File: src/sv/swr_pkg.sv
package swr_pkg;

  localparam int SAMPLE_BITS = 16;
  localparam int DELAY_BITS  = 10;
  localparam int CFG_BITS    = 11;
  localparam int RMS_BITS    = 16;
  localparam int STEP_BITS   = 8;
  localparam logic [CFG_BITS-1:0] WINDOW_RESET = CFG_BITS'(600);

  typedef struct packed {
    logic signed [SAMPLE_BITS-1:0] sample;
    logic        [DELAY_BITS-1:0]  delay;
  } in_item_t;

  typedef struct packed {
    logic        [RMS_BITS-1:0]    rms_value;
    logic signed [SAMPLE_BITS-1:0] delayed_sample;
  } out_item_t;

  typedef enum logic {
    OP_DIV,
    OP_SQRT
  } iter_op_t;

  typedef struct packed {
    logic                 start;
    iter_op_t             op;
    logic [STEP_BITS-1:0] steps;
  } iter_ctl_t;

  typedef enum logic [3:0] {
    S_CLEAR,
    S_IDLE,
    S_SQ_OLD,
    S_SUB,
    S_ADD,
    S_DDIV,
    S_IDX,
    S_MDIV,
    S_SQRT,
    S_DONE
  } swr_state_t;

endpackage

File: src/sv/swr_iter.sv
module swr_iter #(
  parameter int XW = 42,
  parameter int LW = 11,
  parameter int AW = 24
) (
  input  logic               clk,
  input  logic               rst,
  input  swr_pkg::iter_ctl_t ctl,
  input  logic [XW-1:0]      num,
  input  logic [LW-1:0]      den,
  output logic               done,
  output logic [XW-1:0]      quot,
  output logic [LW-1:0]      rem
);

  import swr_pkg::*;

  logic                 busy;
  logic [STEP_BITS-1:0] count;
  iter_op_t             op;
  logic [XW-1:0]        x;
  logic [AW-1:0]        acc;
  logic [XW-1:0]        q;
  logic [AW-1:0]        a;
  logic [AW-1:0]        b;
  logic [AW:0]          diff;
  logic                 ge;

  // shared compare and subtract: restoring divide or digit-by-digit root
  always_comb begin
    if (op == OP_DIV) begin
      a = {acc[AW-2:0], x[XW-1]};
      b = AW'(den);
    end else begin
      a = {acc[AW-3:0], x[XW-1:XW-2]};
      b = {q[AW-3:0], 2'b01};
    end
    diff = {1'b0, a} - {1'b0, b};
    ge   = !diff[AW];
  end

  // step counter
  always_ff @(posedge clk) begin
    if (rst) begin
      busy  <= 1'b0;
      count <= '0;
      done  <= 1'b0;
    end else begin
      done <= busy && (count == STEP_BITS'(1));
      if (ctl.start) begin
        busy  <= 1'b1;
        count <= ctl.steps;
      end else if (busy) begin
        count <= count - STEP_BITS'(1);
        if (count == STEP_BITS'(1)) begin
          busy <= 1'b0;
        end
      end
    end
  end

  // one bit of quotient or root per cycle
  always_ff @(posedge clk) begin
    if (ctl.start) begin
      op  <= ctl.op;
      x   <= num;
      acc <= '0;
      q   <= '0;
    end else if (busy) begin
      acc <= ge ? diff[AW-1:0] : a;
      q   <= {q[XW-2:0], ge};
      x   <= (op == OP_DIV) ? (x << 1) : (x << 2);
    end
  end

  assign quot = q;
  assign rem  = acc[LW-1:0];

endmodule

File: config.mk
export PLATFORM = sky130hd
export DESIGN_NAME = swr_iter
export DESIGN_NICKNAME = d
export VERILOG_FILES = /design/src/sv/swr_pkg.sv /design/src/sv/swr_iter.sv
export SDC_FILE = /design/constraint.sdc
export NUM_CORES = 1
export LEC_CHECK = 0
export BUFFER_PORTS_ARGS = -buffer_cell sky130_fd_sc_hd__buf_2
export CAP_MARGIN = 20
export CORE_MARGIN = 5
export CORE_UTILIZATION = 45
export CTS_CLUSTER_DIAMETER = 30
export CTS_CLUSTER_SIZE = 12
export DETAILED_ROUTE_END_ITERATION = 12
export PLACE_DENSITY = 0.66
export SKIP_CTS_REPAIR_TIMING = 1
export SLEW_MARGIN = 10
export SYNTH_ARGS = -nofsm -noshare
export SYNTH_HDL_FRONTEND = slang
export SYNTH_SLANG_ARGS = --single-unit
File: constraint.sdc
create_clock -name clk -period 5.35 [get_ports clk]
set_input_delay 1.07 -clock clk [delete_from_list [all_inputs] [get_ports clk]]
set_output_delay 1.07 -clock clk [all_outputs]
set_load 0.005 [all_outputs]
# Word-level counts from Yosys, hierarchy flattened
# Index checks and enable logic that the tools add are counted.
# totals
register_bits	118
out_inout_bits	54
wordCells	24
# op_classes
add_sub_neg	2
eq_ne	1
muxes	11
n_reduce_logical	3
# ops
operator	n
42-bit two-way mux	3
24-bit two-way mux	2
24-bit by 24-bit subtractor with 25-bit output	1
23-bit two-way mux	1
8-bit two-way mux	2
8-bit by 1-bit equality test with 1-bit output, second input constant	1
8-bit by 1-bit subtractor with 8-bit output, second input constant	1
1-bit two-way mux	3
2-bit nonzero test	1
1-bit logical AND	1
1-bit zero test	1

# Logic depth before layout (Yosys ltp)
# Gate-level depths: netlist of the first run.
# depth
depth_word	4
depth_mapped	16
mapped_depth_nobuf	11

# Worst setup path before layout of the first run
# Ideal clock, no wire load.
# synth_timing
kind	reg2reg
startpoint	register op
endpoint	register acc[3]
setup_ps	88
arrival_ps	3758
required_ps	5262
setup_slack_ps	1504
path_stages_with_launch	17
period_less_slack_ps	3846
cell_sequence	edfxtp_1 > clkbuf_1 > clkbuf_1 > buf_1 > or2_2 > ha_1 > inv_1 > fa_1 > a211oi_1 > o21ai_2 > a21oi_2 > o211a_4 > o31a_1 > buf_6 > buf_2 > nand2_1 > a311oi_2
# synth_via
elab_chain_cells	3
elab_cells_between_ends	4
cone_classes	add/sub (1); mux (3)
# synth_rtl
element	line_no	source
from (decl)	swr_iter.sv:20	iter_op_t op;
from (signal assigned)	swr_iter.sv:65	op <= ctl.op;
24-bit two-way mux	swr_iter.sv:31	if (op == OP_DIV) begin
24-bit by 24-bit subtractor with 25-bit output	swr_iter.sv:38	diff = {1'b0, a} - {1'b0, b};
23-bit two-way mux (*)	swr_iter.sv:70	acc <= ge ? diff[AW-1:0] : a;
to (signal assigned)	swr_iter.sv:70	
to (decl)	swr_iter.sv:22	logic [AW-1:0] acc;
# Mark *: on every way between the ends. The rest lies on a longest branch, timed or not.
# A chain may end at the register's enable or synchronous reset.

# Worst setup path after layout of the first run
# layout_timing
startpoint	register op
endpoint	register acc[0]
# The elaborated chain is that of the path after synthesis.

==> flow_summary.json, run 1 <==
{
  "cp-start-kind": "flop",
  "place_hpwl_um": 11300,
  "clock_skew_ps": 5.42,
  "synth-compound-area-share_pct": 15.6,
  "routed_wl_um": 16300,
  "postSynth.asyncResetShare_pct": 0,
  "hold_viol": 0,
  "maxCapViolCount": 0,
  "synthXorXnorAreaFrac_pct": 2.31,
  "grt_pass1_vias": 5396,
  "fp.dieH_um": 133,
  "firstDrtPassIters": 5,
  "io_pins": 119,
  "syn_area_per_cell_um2": 9.32,
  "muxShareOfSynthArea_pct": 17.1,
  "drtIter0Drc": 359,
  "drive_above_1_share_pct": 22.8,
  "p_total_w": 0.00377,
  "worstMarginPinSlew_ps": 1080,
  "grt_pass1_wl_um": 26600,
  "clockBufferDepth": 2,
  "ant_nets": 0,
  "worstSetupEndpointType": "flop",
  "fmax_mhz": 237,
  "hold_path.class": "reg2reg",
  "finalSetupViolations": 0,
  "avgViaCountPerCell": 5.55,
  "fin_setup_tns_ps": 0,
  "switchingPower_w": 0.00132,
  "fin_crit_ps": 4210,
  "ys_ff_latch": 118,
  "clock_sinks": 118,
  "p_int_w": 0.00246,
  "io_buffers": 118,
  "die-area_um2": 17700,
  "worstSetupPathType": "reg2reg",
  "final.period_utilization_pct": 78.8,
  "routed-via-count": 5634,
  "synthSimpleGateAreaFrac_pct": 14.4,
  "antenna_found_initial": 0,
  "cts_tree": "yes",
  "nNetsFinal": 907,
  "sequentialPowerShare_pct": 29.9,
  "synthCells": 733,
  "numCtsBuffers": 17,
  "synthAdderAreaFrac_pct": 5.06,
  "ys.flop_type": "dfxtp_1",
  "drt-wirelength-per-cell_um": 16.0,
  "p_leak_nw": 3.56,
  "clk_pin_slew_ps": 50,
  "place.gp.congestion": 0.883,
  "syn_area_um2": 6830,
  "power.density_nw_per_um2": 467,
  "diodes": 0,
  "rows": 45,
  "clockRootBuffer": "clkbuf_16",
  "grt_setup_unrepaired": "false",
  "drc": 0,
  "vdd_drop_max_uv": 319,
  "maxSlewViolCount": 0,
  "synth-edff-count": 43,
  "ys_warn_count": 0,
  "die_w_um": 133,
  "power_frac_clock_pct": 32.6,
  "worst_ep_arrival_time_ps": 4520,
  "worstPathRequired_ps": 5650,
  "slew-limit-headroom_pct": 28.0,
  "crit_fanout": 89,
  "synth_top_family_by_area": "multiplexers",
  "seq_area_frac_synth_pct": 40.9,
  "synth_cell_types": 70,
  "grt-ovfl-total": 0,
  "p_sw_share_pct": 34.9,
  "p_comb_share_pct": 37.5,
  "coreArea_um2": 15000,
  "insertion_delay_ps": 410,
  "initial_core_util_pct": 45.4,
  "syn_to_final_growth_pct": 18.3,
  "htreeDepth": 4,
  "synth_nets": 825,
  "grt_max_degree": 92,
  "status": "completed",
  "grt_use_total_pct": 18.1
}
state kept, by name (all words and copies together) (netlist names):
name	count
acc	23
busy	1
done	1
quot	42
count	8
x	42
op	1
layer usage:
layer | part of all wire (%) | track usage (%) | vias to the layer above
li1 | - | - | 2810
met1 | 46 | 23.1 | 2674
met2 | 47 | 29.4 | 121
met3 | 4.2 | 4.91 | 29
met4 | 2.2 | 6.80 | 0
met5 | 0 | 0 | -
worst max-delay path: stages, from the launching register on:
cell,delay [ps]
edfxtp_1,370
buf_12,430
mux2i_1,310
ha_1,220
inv_1,60
fa_1,420
a211oi_1,470
o21ai_2,150
a21oi_2,270
o211a_4,260
o31a_1,450
buf_4,310
nand2_1,90
a32o_1,260
synthesized netlist by cell type, types with 2 or more instances:
master,count,area (um2)
mux2i_1,91,911
nand2_1,91,342
nor2_1,85,319
dfxtp_1,75,1500
o21ai_0,52,260
edfxtp_1,43,1290
clkbuf_1,36,135
ha_1,26,325
mux2_2,23,259
a21oi_1,22,110
nand3_1,12,60.1
buf_4,11,82.6
xnor2_1,9,78.8
xor2_1,9,78.8
a311oi_1,8,70.1
buf_1,8,30.0
nor3_1,8,40.0
a211oi_1,7,52.6
a21o_1,7,52.6
inv_1,7,26.3
o21a_1,7,52.6
o21ai_1,7,35.0
a32oi_1,6,52.6
nand2b_1,6,37.5
buf_2,5,25.0
and2_1,4,25.0
and3_1,4,25.0
nand4_1,4,25.0
a31oi_1,3,18.8
nand3b_1,3,22.5
o211ai_1,3,22.5
o21bai_1,3,22.5
o22ai_1,3,18.8
or3_1,3,18.8
a2111oi_0,2,17.5
a22o_1,2,17.5
nor4_1,2,12.5
o2111a_1,2,22.5
o2111ai_1,2,17.5
o31a_1,2,17.5
layout make-up:
cell class / count / area, um2
multi-input combinational: 546 / 3720
sequential: 118 / 2800
fill: 1331 / 6950
inverter: 7 / 26.3
timing repair buffer: 125 / 658
clock buffer: 23 / 510
clock inverter: 9 / 134
tap: 188 / 235
cell families after synthesis:
group	count (synthesis)
XOR/XNOR	18
buffers and inverters	69
flip-flops	118
AO/OA/AOI/OAI	158
multiplexers	114
adder cells (fa/ha/maj)	27
AND/OR/NAND/NOR	229
through the flow:
step                      instances  area (um2)  util [%]  hold WS, ps  worst slack, ps
final                          1016        8080      53.8          461             1140
after detailed placement        984        7440      49.5          455             1150
after global placement          984        7440      49.5          450             1240
after floorplan                 733        6830         -          434             1500
after global routing           1016        8080      53.8          483              847
after CTS                      1016        8080      53.8          463             1160
power by group through the flow:
stage / clock network (W) / logic (W) / registers (W)
finish: 0.00123 / 0.00141 / 0.00113
global route: 0.00130 / 0.00156 / 0.00114
CTS: 0.00126 / 0.00141 / 0.00113
detailed placement: 0 / 0.00140 / 0.00115
global placement: 0 / 0.00137 / 0.00114
floorplan: 0 / 0.00114 / 0.00110
worst paths after layout:
kind,slack [ps],cells after the start,to,startpoint
hold reg to reg,460,2,acc[14],acc[14]
setup / recovery,1140,13,acc[0],op
setup reg to reg,1140,13,acc[0],op
hold / removal,460,2,acc[14],acc[14]
cells in the final DEF, fill, tap and decap left out, drive strengths merged, types with 7 or more instances in the layout:
cell type / instances
nand3: 13
mux2i: 91
clkbuf: 23
mux2: 23
a21oi: 23
ha: 26
a21o: 7
o21ai: 60
a211oi: 8
nor2: 85
o21a: 7
nor3: 8
dfxtp: 75
xor2: 9
nand2: 91
edfxtp: 43
xnor2: 9
a311oi: 9
inv: 10
buf: 125
Note: power is estimated with default switching activity, not from simulation.
==> run 2: changes to the inputs <==
--- a/config.mk
+++ b/config.mk
@@ -12,7 +12,7 @@
 export CTS_CLUSTER_DIAMETER = 30
 export CTS_CLUSTER_SIZE = 12
 export DETAILED_ROUTE_END_ITERATION = 12
-export PLACE_DENSITY = 0.66
+export PLACE_DENSITY = 0.69
 export SKIP_CTS_REPAIR_TIMING = 1
 export SLEW_MARGIN = 10
 export SYNTH_ARGS = -nofsm -noshare
==> constraint.sdc (replaced) <==
create_clock -name clk -period 3.5 [get_ports clk]
set_input_delay 0.7 -clock clk [delete_from_list [all_inputs] [get_ports clk]]
set_output_delay 0.7 -clock clk [all_outputs]
set_load 0.005 [all_outputs]
==> run 2 against run 1 <==
Via count is 0.50% lower. Non-clock buffer count up 21. Worst hold slack better by 4.4 ps. Cell area increased by 1.4%. Combinational power increased by 63%. Clock power up 38%. Critical endpoint is now acc[19]. Core utilization is 0.76 points higher. Clock-buffer cell count down 5. Register-to-register slack worse by 1000 ps. Critical path depth decreased by 3. Highest routed layer unchanged.
==> flow_summary.json, run 2 (synthesized netlist as in run 1, its figures left out) <==
{
  "status": "completed",
  "worstSetupEndpointType": "flop",
  "worst_ep_arrival_time_ps": 3670,
  "insertion_delay_ps": 420,
  "numCtsBuffers": 17,
  "vdd_drop_max_uv": 371,
  "holdWs_ps": 465,
  "grt_setup_unrepaired": "false",
  "fin_crit_ps": 3380,
  "fmax_mhz": 296,
  "clk_pin_slew_ps": 60,
  "p_sw_share_pct": 36.0,
  "clock_sinks": 118,
  "path_buf_inv": 2,
  "drtIter0Drc": 326,
  "drt-wirelength-per-cell_um": 15.4,
  "maxCapViolCount": 0,
  "cp_num_cells": 10,
  "antenna_found_initial": 2,
  "maxSlewViolCount": 0,
  "min-delay-start": "ctl[8]",
  "grt-ovfl-total": 0,
  "worstSetupPathType": "reg2reg",
  "drive_above_1_share_pct": 25.1,
  "r2r-start": "op",
  "crit_start": "op",
  "hold_viol": 0,
  "final.period_utilization_pct": 96.5,
  "nNetsFinal": 928,
  "htreeDepth": 4,
  "cts_tree": "yes",
  "p_int_w": 0.00365,
  "die-area_um2": 17700,
  "routed_wl_um": 16000,
  "grt_use_total_pct": 18.0,
  "final_common_cell": "buf_2",
  "cp-start-kind": "flop",
  "final_cell_mix": "117 x buf_2, 91 x nand2_1, 91 x mux2i_1",
  "fp.dieH_um": 133,
  "grt_max_degree": 134,
  "worstPathRequired_ps": 3800,
  "critPathSlowestCell": "edfxtp_1",
  "die_w_um": 133,
  "syn_to_final_growth_pct": 20.0,
  "coreArea_um2": 15000,
  "initial_core_util_pct": 45.4,
  "sequentialPowerShare_pct": 30.0,
  "power_frac_clock_pct": 29.8,
  "crit_path_cell_trace": "buf_4 -> mux2_2 -> ha_1 -> and4_4 -> nand3_2 -> o211a_4 -> o31a_1 -> buf_4 -> and3_1 -> a221o_1",
  "rows": 45,
  "grt_pass1_vias": 5187,
  "routed-via-count": 5606,
  "drc": 0,
  "p_leak_nw": 3.64,
  "p_comb_share_pct": 40.3,
  "power.density_nw_per_um2": 695,
  "crit_family": "compound AO/OA/AOI/OAI gates",
  "clockRootBuffer": "clkbuf_16",
  "r2r.worst_path.cells": 10,
  "crit_path_max_incr_delay_ps": 480,
  "crit_top_cell": "buf_4",
  "worstMarginPinSlew_ps": 702,
  "clockBufferDepth": 2,
  "io_pins": 119,
  "io_buffers": 118,
  "avgViaCountPerCell": 5.40,
  "clock_skew_ps": 13.8,
  "ant_nets": 0,
  "place.gp.congestion": 0.867,
  "slew-limit-headroom_pct": 53.0,
  "firstDrtPassIters": 5,
  "switchingPower_w": 0.00205,
  "fin_setup_tns_ps": 0,
  "hold_path.class": "in2reg",
  "finalSetupViolations": 0,
  "place_hpwl_um": 11400,
  "grt_pass1_wl_um": 26100,
  "crit_fanout": 13,
  "holdPathStages": 1
}
run 2: changes by cell type in the layout (fill, tap and decap cells not counted), moves of 2 or more:
cell	before	now
bufinv_16	3	1
buf_4	7	27
clkbuf_1	2	0
diode_2	0	2
clkbuf_16	19	17
inv_6	1	5
clkinv_4	2	4
run 2: path summary, 6_finish.rpt:
path,end,slack (ps)
hold reg to reg,acc[14],470
setup / recovery,acc[19],120
hold / removal,op,470
setup reg to reg,acc[19],120
run 2: worst register-to-register path, delay by kind of cell (launching register included):
kind | cells | cell delay, ps
buffers and inverters | 2 | 460
DFF | 1 | 480
and+or+nand+nor | 3 | 560
AOI/OAI and AO/OA | 3 | 950
muxes | 1 | 360
adders and majority gates | 1 | 450
run 2: per-stage QoR:
step	std cells	instance area (um2)	util, %	setup slack (ps)	total power (W)
2_1_floorplan	733	6840	-	65.6	0.00344
3_3_place_gp	1000	7570	50.4	146	0.00396
3_5_place_dp	1000	7570	50.4	40.9	0.00396
4_1_cts	1032	8150	54.2	5.21	0.00567
5_1_grt	1039	8200	54.5	14.3	0.00607
6_report	1039	8200	54.5	121	0.00570
run 2: routing by layer:
| metal | track usage (%) | share of wire, % | vias up |
|---|---|---|---|
| met1 | 25.4 | 49 | 2619 |
| met3 | 4.46 | 4.4 | 7 |
| met5 | 0 | 0 | - |
| li1 | - | - | 2866 |
| met2 | 27.5 | 46 | 114 |
| met4 | 5.31 | 0.79 | 0 |
run 2: cell type report:
cell class              count  area [um2]
flip-flops and latches    118        2800
inverters                   7        26.3
clock buffers              18         439
repair buffers            146         828
diodes                      2        5.00
clock inverters            14         139
well taps                 188         235
multi-input cells         546        3730
fillers                  1357        6840
run 2: power by group through the flow:
stage          clock network (W)  logic [W]  registers, W
2_1_floorplan                  0    0.00175       0.00169
3_3_place_gp                   0    0.00223       0.00173
3_5_place_dp                   0    0.00222       0.00174
4_1_cts                  0.00173    0.00224       0.00171
5_1_grt                  0.00179    0.00254       0.00173
6_report                 0.00170    0.00230       0.00171
==> run 3: changes to the inputs <==
--- a/config.mk
+++ b/config.mk
@@ -5,6 +5,7 @@
 export SDC_FILE = /design/constraint.sdc
 export NUM_CORES = 1
 export LEC_CHECK = 0
+export ABC_AREA = 1
 export BUFFER_PORTS_ARGS = -buffer_cell sky130_fd_sc_hd__buf_2
 export CAP_MARGIN = 20
 export CORE_MARGIN = 5
@@ -12,7 +13,7 @@
 export CTS_CLUSTER_DIAMETER = 30
 export CTS_CLUSTER_SIZE = 12
 export DETAILED_ROUTE_END_ITERATION = 12
-export PLACE_DENSITY = 0.69
+export PLACE_DENSITY = 0.7
 export SKIP_CTS_REPAIR_TIMING = 1
 export SLEW_MARGIN = 10
 export SYNTH_ARGS = -nofsm -noshare
==> run 3 against run 2 <==
Sequential power is essentially flat. Worst hold slack gained 4.8 ps. Die area grew 3.7%. Critical path depth grew 6. Critical endpoint is now acc[18]. Largest power group unchanged.
==> flow_summary.json, run 3 <==
{
  "crit_start": "op",
  "htreeDepth": 4,
  "switchingPower_w": 0.00226,
  "maxCapViolCount": 0,
  "holdWs_ps": 470,
  "grt_setup_unrepaired": "false",
  "io_pins": 119,
  "drtIter0Drc": 696,
  "r2r.worst_path.cells": 16,
  "hold_path.class": "in2reg",
  "grt_max_degree": 81,
  "synthSimpleGateAreaFrac_pct": 28.5,
  "insertion_delay_ps": 420,
  "routed_wl_um": 19400,
  "holdPathStages": 1,
  "syn_area_per_cell_um2": 6.83,
  "clockBufferDepth": 2,
  "crit_fanout": 17,
  "post-place-ws_ps": 548,
  "postSynth.asyncResetShare_pct": 0,
  "drive_above_1_share_pct": 16.0,
  "final_cell_mix": "305 x nand2_1, 153 x inv_1, 118 x buf_2",
  "worst_slack_ps": 503,
  "fin_setup_tns_ps": 0,
  "syn_area_um2": 7110,
  "vdd_drop_max_uv": 443,
  "grt-ovfl-total": 0,
  "numCtsBuffers": 17,
  "clk_pin_slew_ps": 60,
  "synth-edff-count": 43,
  "crit_family": "simple AND/OR/NAND/NOR gates",
  "endpoint": "acc[18]",
  "avgViaCountPerCell": 5.08,
  "final.period_utilization_pct": 85.6,
  "clock_sinks": 118,
  "p_leak_nw": 4.06,
  "die-area_um2": 18400,
  "final_area_um2": 8390,
  "drc": 0,
  "r2r-start": "op",
  "placed_cell_area_um2": 7810,
  "firstDrtPassIters": 5,
  "ant_nets": 0,
  "worstMarginPinSlew_ps": 716,
  "worstSetupEndpointType": "flop",
  "fin_crit_ps": 3000,
  "sequentialPowerShare_pct": 30.1,
  "ys_ff_latch": 118,
  "muxShareOfSynthArea_pct": 0,
  "synth_common_cells": "305 x nand2_1, 154 x inv_1, 96 x a21oi_1",
  "grt_pass1_wl_um": 31000,
  "finalSetupViolations": 0,
  "worst_ep_arrival_time_ps": 3310,
  "maxSlewViolCount": 0,
  "antenna_found_initial": 0,
  "syn_to_final_growth_pct": 18.1,
  "p_int_w": 0.00344,
  "p_comb_share_pct": 39.4,
  "ys.flop_type": "dfxtp_1",
  "ys_warn_count": 0,
  "synth-compound-area-share_pct": 14.3,
  "grt_pass1_vias": 6350,
  "cp-start-kind": "flop",
  "drt-wirelength-per-cell_um": 14.2,
  "synthXorXnorAreaFrac_pct": 0.986,
  "slew-limit-headroom_pct": 52.2,
  "coreArea_um2": 15700,
  "rrSetupSlack_ps": 500,
  "rows": 46,
  "synthCells": 1041,
  "routed-via-count": 6945,
  "ys_top_cells_by_area": "dfxtp_1 21%, edfxtp_1 18%, nand2_1 16%",
  "yosys.area.top_type": "dfxtp_1",
  "critPathSlowestCell": "edfxtp_1",
  "power_frac_clock_pct": 30.5,
  "n_fill_cell": 1527,
  "p_sw_share_pct": 39.7,
  "initial_core_util_pct": 45.2,
  "clockRootBuffer": "clkbuf_16",
  "crit_path_cell_trace": "inv_1 -> buf_4 -> or2_2 -> o21ai_0 -> inv_1 -> ha_1 -> nand2_2 -> inv_1 -> nand2_1 -> nand2_1 -> a21oi_2 -> nand3_2 -> nand2_2 -> inv_2 -> nand3_1 -> nand2_1",
  "synth_nets": 1133,
  "grt_use_total_pct": 21.2,
  "die_w_um": 136,
  "synth_top_family_by_area": "simple AND/OR/NAND/NOR gates",
  "power.density_nw_per_um2": 680,
  "path_buf_inv": 5,
  "place_hpwl_um": 14200,
  "clock_skew_ps": 9.66,
  "status": "completed",
  "diodes": 0,
  "yosysMostFrequentCell": "nand2_1",
  "place.gp.congestion": 0.993,
  "fp.dieH_um": 136,
  "synth_cell_types": 38,
  "synthAdderAreaFrac_pct": 4.86,
  "cts_tree": "yes",
  "io_buffers": 118,
  "final_util_pct": 53.4,
  "worstSetupPathType": "reg2reg",
  "hold_viol": 0,
  "final_common_cell": "nand2_1",
  "nNetsFinal": 1229,
  "fmax_mhz": 334,
  "rr_endpoint": "acc[18]",
  "synth_top_cell_area_share_pct": 21.1,
  "worstPathRequired_ps": 3820,
  "cp_num_cells": 16,
  "crit_path_max_incr_delay_ps": 410,
  "seq_area_frac_synth_pct": 39.3
}
## run 3: cell types whose count changed after synthesis, sizes merged, moves of 7 or more
cell,previous run,this run
a21oi,23,98
nor2,85,96
o21ai,60,42
nand2,91,310
xnor2,9,1
o22ai,3,40
nand3,13,54
a21o,7,0
a311oi,9,0
mux2,23,0
a211oi,8,0
inv,7,157
mux2i,91,0
## run 3: cells by family (layout without fill, tap and decap cells)
logic type               Yosys count  in the layout
AND/OR/NAND/NOR                  489            489
buffers and inverters            211            320
AO/OA/AOI/OAI                    188            188
flip-flops                       118            118
adder cells (fa/ha/maj)           27             27
XOR/XNOR                           8              8
## run 3: per-layer routing
| metal | global-route usage (%) | vias to the layer above | wire length [um] | part of all wire [%] |
|---|---|---|---|---|
| li1 | - | 3541 | - | - |
| met1 | 29.8 | 3144 | 9030 | 47 |
| met2 | 30.7 | 220 | 8410 | 43 |
| met3 | 6.09 | 40 | 1470 | 7.6 |
| met4 | 8.34 | 0 | 459 | 2.4 |
| met5 | 0 | - | 0 | 0 |
## run 3: final cells by class
cell class                 count  area, um2  area share, %
multi-input combinational    712       3460           41.2
sequential                   118       2790           33.3
timing repair buffer         130        693           8.26
inverter                     158        596           7.10
clock buffer                  19        453           5.40
tap                          216        270           3.22
clock inverter                13        128           1.52
## run 3: worst min path at each step
stage,from,end,slack [ps]
3_5_place_dp,quot[41],quot[41],460
2_1_floorplan,acc[11],acc[11],440
5_1_grt,ctl[8],op,450
4_1_cts,ctl[8],op,450
3_3_place_gp,quot[41],quot[41],440
6_report,ctl[8],op,470
## run 3: power by group through the flow
stage	logic, W	clock network (W)	registers (W)
6_report	0.00225	0.00174	0.00172
5_1_grt	0.00256	0.00183	0.00174
4_1_cts	0.00223	0.00177	0.00171
3_5_place_dp	0.00221	0	0.00174
3_3_place_gp	0.00221	0	0.00174
2_1_floorplan	0.00174	0	0.00171
## run 3: through the flow
stage | power, W | std cells
final | 0.00570 | 1366
after detailed placement | 0.00394 | 1334
after CTS | 0.00571 | 1366
after floorplan | 0.00345 | 1041
after global placement | 0.00395 | 1334
after global routing | 0.00612 | 1366
